## src/bdch_pkg.sv

```systemverilog
`timescale 1ns / 1ps

package bdch_pkg;

   // width of the wrapping tick arithmetic
   localparam int TIME_BITS = 32;
   localparam int TICK_BITS = 32;
   localparam int CFG_BITS  = 16;
   localparam int CSR_IDX_BITS = 2;

   typedef logic [TIME_BITS-1:0] time_type;
   typedef logic [CFG_BITS-1:0]  cfg_word_type;

   // register indexes
   localparam logic [CSR_IDX_BITS-1:0] CSR_DEBOUNCE_TICKS = 2'd0;
   localparam logic [CSR_IDX_BITS-1:0] CSR_HOLD_TICKS     = 2'd1;

   localparam cfg_word_type DEBOUNCE_TICKS_RESET = 16'd30;
   localparam cfg_word_type HOLD_TICKS_RESET     = 16'd500;

   typedef struct packed {
      cfg_word_type debounce_ticks;
      cfg_word_type hold_ticks;
   } cfg_type;

   typedef struct packed {
      logic [TICK_BITS-1:0] now_tick;
      logic                 raw_level;
      logic                 take_click;
      logic                 take_hold;
   } item_type;

   typedef struct packed {
      logic click;
      logic held;
      logic stable_level;
   } result_type;

endpackage

```

## src/bdch_csr.sv

```systemverilog
`timescale 1ns / 1ps

module bdch_csr (
   input  logic                                 clock,
   input  logic                                 reset,
   input  logic                                 csr_write_en,
   input  logic [bdch_pkg::CSR_IDX_BITS-1:0]    csr_index,
   input  logic [bdch_pkg::CFG_BITS-1:0]        csr_wdata,
   output bdch_pkg::cfg_type                    cfg
);

   bdch_pkg::cfg_type cfg_ff;
   bdch_pkg::cfg_type cfg_in;

   // register write decode, unknown indexes are dropped
   always_comb begin
      cfg_in = cfg_ff;
      if (csr_write_en) begin
         unique case (csr_index)
            bdch_pkg::CSR_DEBOUNCE_TICKS: cfg_in.debounce_ticks = csr_wdata;
            bdch_pkg::CSR_HOLD_TICKS:     cfg_in.hold_ticks     = csr_wdata;
            default:                      cfg_in = cfg_ff;
         endcase
      end
   end

   always_ff @(posedge clock) begin
      if (reset) begin
         cfg_ff.debounce_ticks <= bdch_pkg::DEBOUNCE_TICKS_RESET;
         cfg_ff.hold_ticks     <= bdch_pkg::HOLD_TICKS_RESET;
      end else begin
         cfg_ff <= cfg_in;
      end
   end

   assign cfg = cfg_ff;

endmodule

```

## src/bdch_core.sv

```systemverilog
`timescale 1ns / 1ps

module bdch_core (
   input  logic                    clock,
   input  logic                    reset,
   input  bdch_pkg::cfg_type       cfg,
   input  logic                    fire,
   input  bdch_pkg::item_type      item,
   output bdch_pkg::result_type    result
);

   logic                level_ff, level_in;
   logic                prev_ff, prev_in;
   bdch_pkg::time_type  change_ff, change_in;
   bdch_pkg::time_type  press_ff, press_in;
   logic                click_ff, click_in;
   logic                hold_ff, hold_in;

   bdch_pkg::time_type  now;
   bdch_pkg::time_type  deb_time;
   bdch_pkg::time_type  hold_time;
   bdch_pkg::time_type  since_change;
   bdch_pkg::time_type  since_press;
   bdch_pkg::time_type  since_press_new;
   logic                raw_changed;
   logic                accept;
   logic                new_press;
   logic                click_n;
   logic                hold_n;

   assign now       = bdch_pkg::time_type'(item.now_tick);
   assign deb_time  = bdch_pkg::time_type'(cfg.debounce_ticks);
   assign hold_time = bdch_pkg::time_type'(cfg.hold_ticks);

   // raw edge restarts the debounce timer
   assign raw_changed  = item.raw_level != prev_ff;
   assign change_in    = raw_changed ? now : change_ff;
   assign since_change = raw_changed ? '0 : now - change_ff;

   // debounced level update
   assign accept    = (since_change >= deb_time) && (level_ff != item.raw_level);
   assign new_press = accept && !item.raw_level;
   assign level_in  = accept ? item.raw_level : level_ff;
   assign press_in  = new_press ? now : press_ff;

   // press length, measured from the old or the fresh press start
   assign since_press     = now - press_ff;
   assign since_press_new = new_press ? '0 : since_press;

   // flags as reported for this transfer
   assign click_n = click_ff
                  | (accept && item.raw_level && (since_press < hold_time));
   assign hold_n  = (hold_ff && !new_press)
                  | (!level_in && (since_press_new >= hold_time));

   // flags left behind after optional take
   assign click_in = click_n && !item.take_click;
   assign hold_in  = hold_n && !item.take_hold;
   assign prev_in  = item.raw_level;

   always_ff @(posedge clock) begin
      if (reset) begin
         level_ff  <= 1'b1;
         prev_ff   <= 1'b1;
         change_ff <= '0;
         press_ff  <= '0;
         click_ff  <= 1'b0;
         hold_ff   <= 1'b0;
      end else if (fire) begin
         level_ff  <= level_in;
         prev_ff   <= prev_in;
         change_ff <= change_in;
         press_ff  <= press_in;
         click_ff  <= click_in;
         hold_ff   <= hold_in;
      end
   end

   assign result.click        = click_n;
   assign result.held         = hold_n;
   assign result.stable_level = level_in;

   // state moves only on a transfer into the result stage
   a_idle_holds_state: assert property (@(posedge clock) disable iff (reset)
      !fire |=> $stable({level_ff, prev_ff, click_ff, hold_ff}))
      else $error("core state changed without a transfer");

   // a take always leaves the flag clear
   a_take_clears: assert property (@(posedge clock) disable iff (reset)
      (fire && item.take_click) |=> !click_ff)
      else $error("click flag survived a take");

   // the click flag is sticky until taken
   a_click_sticky: assert property (@(posedge clock) disable iff (reset)
      (fire && click_ff && !item.take_click) |=> click_ff)
      else $error("click flag lost without a take");

endmodule

```

## src/button_debounce_click_hold.sv

```systemverilog
`timescale 1ns / 1ps
// flow: a req transfer fills the input register; the item then moves into the
// result register, which holds the state update, and rsp_valid rises with it.
// throughput: one item per cycle unless rsp_stall holds the result stage;
// the debounce state is updated in one pass when the input register moves
// into the result register.
// reset (synchronous): both stages empty, level released, flags clear,
// debounce_ticks 30 and hold_ticks 500.

module button_debounce_click_hold (
   input  logic                                 clock,
   input  logic                                 reset,
   input  logic                                 req_valid,
   output logic                                 req_stall,
   input  logic [bdch_pkg::TICK_BITS-1:0]       req_now_tick,
   input  logic                                 req_raw_level,
   input  logic                                 req_take_click,
   input  logic                                 req_take_hold,
   output logic                                 rsp_valid,
   input  logic                                 rsp_stall,
   output logic                                 rsp_click,
   output logic                                 rsp_held,
   output logic                                 rsp_stable_level,
   input  logic                                 csr_write_en,
   input  logic [bdch_pkg::CSR_IDX_BITS-1:0]    csr_index,
   input  logic [bdch_pkg::CFG_BITS-1:0]        csr_wdata
);

   bdch_pkg::cfg_type     cfg;
   bdch_pkg::item_type    in_item_ff;
   logic                  in_valid_ff;
   bdch_pkg::result_type  core_result;
   bdch_pkg::result_type  rsp_ff;
   logic                  rsp_valid_ff;
   logic                  advance;
   logic                  fire;

   bdch_csr u_csr (
      .clock        (clock),
      .reset        (reset),
      .csr_write_en (csr_write_en),
      .csr_index    (csr_index),
      .csr_wdata    (csr_wdata),
      .cfg          (cfg)
   );

   // stage handshake
   assign advance   = !rsp_valid_ff || !rsp_stall;
   assign fire      = in_valid_ff && advance;
   assign req_stall = in_valid_ff && !advance;

   // input register
   always_ff @(posedge clock) begin
      if (reset) begin
         in_valid_ff <= 1'b0;
      end else if (!req_stall) begin
         in_valid_ff <= req_valid;
      end
   end

   always_ff @(posedge clock) begin
      if (req_valid && !req_stall) begin
         in_item_ff.now_tick   <= req_now_tick;
         in_item_ff.raw_level  <= req_raw_level;
         in_item_ff.take_click <= req_take_click;
         in_item_ff.take_hold  <= req_take_hold;
      end
   end

   bdch_core u_core (
      .clock  (clock),
      .reset  (reset),
      .cfg    (cfg),
      .fire   (fire),
      .item   (in_item_ff),
      .result (core_result)
   );

   // result register
   always_ff @(posedge clock) begin
      if (reset) begin
         rsp_valid_ff <= 1'b0;
      end else if (advance) begin
         rsp_valid_ff <= in_valid_ff;
      end
   end

   always_ff @(posedge clock) begin
      if (fire) begin
         rsp_ff <= core_result;
      end
   end

   assign rsp_valid        = rsp_valid_ff;
   assign rsp_click        = rsp_ff.click;
   assign rsp_held         = rsp_ff.held;
   assign rsp_stable_level = rsp_ff.stable_level;

   // a full input stage that cannot move blocks new transfers
   a_block_when_full: assert property (@(posedge clock) disable iff (reset)
      (in_valid_ff && rsp_valid_ff && rsp_stall) |-> req_stall)
      else $error("input accepted while both stages full");

   // every item in the input stage reaches the result stage on advance
   a_move_on_advance: assert property (@(posedge clock) disable iff (reset)
      fire |=> rsp_valid_ff)
      else $error("item lost between stages");

   // a stalled result stage keeps its item
   a_rsp_kept: assert property (@(posedge clock) disable iff (reset)
      (rsp_valid_ff && rsp_stall) |=> rsp_valid_ff)
      else $error("result dropped under stall");

endmodule
```

## config.mk

```make
export PLATFORM = sky130hd
export DESIGN_NAME = button_debounce_click_hold
export DESIGN_NICKNAME = d
export VERILOG_FILES = /design/src/bdch_pkg.sv /design/src/bdch_csr.sv /design/src/bdch_core.sv /design/src/button_debounce_click_hold.sv
export SDC_FILE = /design/constraint.sdc
export NUM_CORES = 1
export LEC_CHECK = 0
export BUFFER_PORTS_ARGS = -buffer_cell sky130_fd_sc_hd__buf_2
export CORE_UTILIZATION = 60
export DETAILED_ROUTE_END_ITERATION = 10
export HOLD_SLACK_MARGIN = 0.08
export PLACE_DENSITY_LB_ADDON = 0.15
export SETUP_SLACK_MARGIN = 0.05
export SYNTH_ARGS = -nofsm -noshare
export SYNTH_HDL_FRONTEND = slang
export SYNTH_SLANG_ARGS = --single-unit
```

## constraint.sdc

```tcl
create_clock -name clock -period 8.7 [get_ports clock]
set_input_delay 0.435 -clock clock [delete_from_list [all_inputs] [get_ports clock]]
set_output_delay 0.435 -clock clock [all_outputs]
set_load 0.005 [all_outputs]
```

==> qor.yml <==
status: "completed"
vias: 9011
synth_warn: 0
crit-reg2reg-launch: "in_item_ff[9]"
synth_edf_count: 38
post-route-util_pct: 67.45
maximum_number_of_pins_on_one_net_before_global_route_repair: 92
slew_violations: 0
peakVddDrop_uv: 157.8
mostFrequentLayoutCells: "178 x sky130_fd_sc_hd__nand2_1, 125 x sky130_fd_sc_hd__a21oi_1, 112 x sky130_fd_sc_hd__nor2_1, 109 x sky130_fd_sc_hd__inv_1, 109 x sky130_fd_sc_hd__ha_1"
cts_root_buf: "sky130_fd_sc_hd__clkbuf_16"
hold_violations: 0
min_path_cells: 1
cts_made_buffers: 17
route.detailed.drc: 0
multiInputGateArea_sq_um: 6346
post_synth.cell_area_avg_sq_um: 8.136
postSynth.asyncResetShare_pct: 0
p_per_area_nw_per_um2: 182.1
clk_latency_ns: 0.43
hp-class: "primary input to register"
grt_setup_unrepaired: "false"
timing.critical_path.from: "in_item_ff[9]"
report.final.setup_viol: 0
dr.first_iter.drc_count: 819
highest_net_fanout_along_the_worst_path: 19
die_w_um: 132.2
clock_tree.buffer_depth: 2
core-area_sq_um: 16580
timing.critical_path.to: "rsp_held"
critical_path_arrival_ns: 7.06
netlist_instances: 1251
critPathMostFrequentCell: "sky130_fd_sc_hd__a21o_1"
nNetsFinal: 1456
antenna-diode-count: 0
seqCellArea_sq_um: 3183
critPathCaptureType: "register"
post-route-period-util_pct: 79.35
grt_overflow_total: 0
clock_tree_from_tritoncts: "built"
number_of_antenna_violations_at_the_first_check_in_global_routing: 0
die_h_um: 132.2
cts.repair.resized: 0
critPathKind: "register to register"
synth_flop_cell: "sky130_fd_sc_hd__dfxtp_1"
timing.max_cap.violations: 0
clock_period_minus_final_worst_setup_slack_ns: 6.903
total_leakage_power_nw: 4.690
cts_setup_buffers: 0
synth_seq_cells: 140
timing.slew.headroom_pct: 25.21
drt_pass1_iterations: 5
worst_reg2reg_endpoint: "rsp_held"
syn_nets: 1420
fill_cells: 1463
post_synth_instance_area_sq_um: 10180
buffers_added_on_ports: 62
fp.dieArea_sq_um: 17490
rrSetupSlack_ns: 1.80
antenna_violating_nets_post_route: 0
worstRegToRegCells: 31
syn2layout_area_growth_pct: 9.895
cp_slowest_cell: "sky130_fd_sc_hd__o22ai_1"
finalWeightedCongestion: 0.9479
start_util_pct: 61.38
post_cts_hold_buffer_count: 0
clkTransAtPathRegs_ns: 0.06
synth_top_area_cell: "sky130_fd_sc_hd__dfxtp_1"
first_pass_grt_wire_length_mm: 42.27
core.rowCount: 47
timing.clock.skew_ns: 0.007392
post_synth_main_area_contributors: "sky130_fd_sc_hd__dfxtp_1 20%, sky130_fd_sc_hd__ha_1 13%, sky130_fd_sc_hd__edfxtp_1 11%"
via_count_of_the_first_global_routing_pass: 8179
finalSetupTns_ns: 0
grt_usage_pct: 30.84
yosysSeqAreaShare_pct: 31.27
drive_gt1_share_pct: 9.692
io-pin-count: 63
fraction_of_synthesized_cell_area_taken_by_the_top_area_cell_type_pct: 20.06
cp_data_required_time_ns: 8.85
crit_path_start_kind: "register"
dpl.hpwl_mm: 19.86
cts.sink_count: 140
route.final.wire_length_mm: 26.38
mostFrequentLayoutCell: "sky130_fd_sc_hd__nand2_1"
max_clock_freq_ghz: 0.1449
avgViaCountPerCell: 5.928
wl_per_cell_um: 17.36
synth_cell_types: 82
htreeDepth: 4
worst_slew_pin_slew_ns: 1.119
critical_path.max_stage_delay_ns: 0.47
-- synth_stat cells, types with 14 or more instances --
cell type                  count
sky130_fd_sc_hd__a21o_1       41
sky130_fd_sc_hd__inv_1       109
sky130_fd_sc_hd__a21oi_1     125
sky130_fd_sc_hd__ha_1        109
sky130_fd_sc_hd__nand2_1     178
sky130_fd_sc_hd__clkbuf_1     41
sky130_fd_sc_hd__nand3_1      23
sky130_fd_sc_hd__edfxtp_1     38
sky130_fd_sc_hd__nor2b_1      14
sky130_fd_sc_hd__nand2b_1     18
sky130_fd_sc_hd__o211ai_1     18
sky130_fd_sc_hd__mux2i_1      35
sky130_fd_sc_hd__dfxtp_1     102
sky130_fd_sc_hd__nor3_1       15
sky130_fd_sc_hd__a211oi_1     18
sky130_fd_sc_hd__nor2_1      112
sky130_fd_sc_hd__nand4_1      19
sky130_fd_sc_hd__o21ai_0      40
sky130_fd_sc_hd__xnor2_1      23
sky130_fd_sc_hd__xor2_1       19
-- state kept, by name, summed over array words and instances (netlist names) --
register and cells:
in_item_ff 35, u_core.change_ff 32, u_core.press_ff 32, u_csr.cfg 32, in_valid_ff 1, rsp_click 1
rsp_held 1, rsp_stable_level 1, rsp_valid 1, u_core.click_ff 1, u_core.hold_ff 1, u_core.level_ff 1
u_core.prev_ff 1
-- power breakdown --
part,switching (mW),internal (mW)
combinational,0.320,0.226
clock,0.295,0.468
sequential,0.0253,0.702
-- critical path: cells and delay by family (launching register included) --
kind / cells / cell delay [ns]
XOR/XNOR: 1 / 0.16
AO/OA/AOI/OAI: 20 / 3.69
adder cells (fa/ha/maj): 3 / 0.97
flip-flops: 1 / 0.46
AND/OR/NAND/NOR: 7 / 1.36
-- cells by family (layout without fill, tap and decap cells) --
family,count (synthesis),after routing,share of synthesized area (%)
AOI/OAI and AO/OA,338,338,22.18
xor gates and xnor gates,42,42,3.614
adders and majority gates,111,111,13.79
buffers and inverters,160,209,6.515
DFF,140,140,31.27
muxes,36,36,3.553
and+or+nand+nor,424,424,19.08
-- through the flow --
| stage | hold WS (ns) | std cells | instance area (sq um) | power, mW | worst slack, ns |
|---|---|---|---|---|---|
| finish | 0.1807 | 1520 | 11190 | 2.037 | 1.797 |
| global route | 0.1624 | 1520 | 11190 | 2.141 | 1.367 |
| CTS | 0.1647 | 1520 | 11190 | 2.037 | 1.882 |
| detailed placement | 0.4465 | 1488 | 10570 | 1.273 | 2.064 |
| global placement | 0.4414 | 1488 | 10570 | 1.266 | 2.238 |
| floorplan | 0.4320 | 1251 | 10180 | 1.145 | 2.513 |
-- metal layers --
metal  vias to the layer above  global-route usage, %  share of wire, %
met3                        34                  5.882               7.1
met5                         -                      0                 0
met4                         0                  7.216               1.1
met2                       276                  47.03                44
li1                       4494                      -                 -
met1                      4207                  44.92                48
-- worst min-delay path by stage --
stage	end	from
2_1_floorplan	u_core.click_ff	u_core.click_ff
3_3_place_gp	u_core.click_ff	u_core.click_ff
3_5_place_dp	u_core.change_ff[22]	u_core.change_ff[22]
4_1_cts	in_item_ff[16]	req_now_tick[13]
5_1_grt	in_item_ff[16]	req_now_tick[13]
6_report	in_item_ff[6]	req_now_tick[3]
-- cell type report --
| class | instances | area share (%) |
|---|---|---|
| clock buffers | 22 | 4.441 |
| multi-input cells | 951 | 56.73 |
| repair buffers | 67 | 3.110 |
| clock inverters | 10 | 1.107 |
| flip-flops and latches | 140 | 28.46 |
| inverters | 110 | 3.691 |
| well taps | 220 | 2.461 |
(Power assumes the default switching activity.)
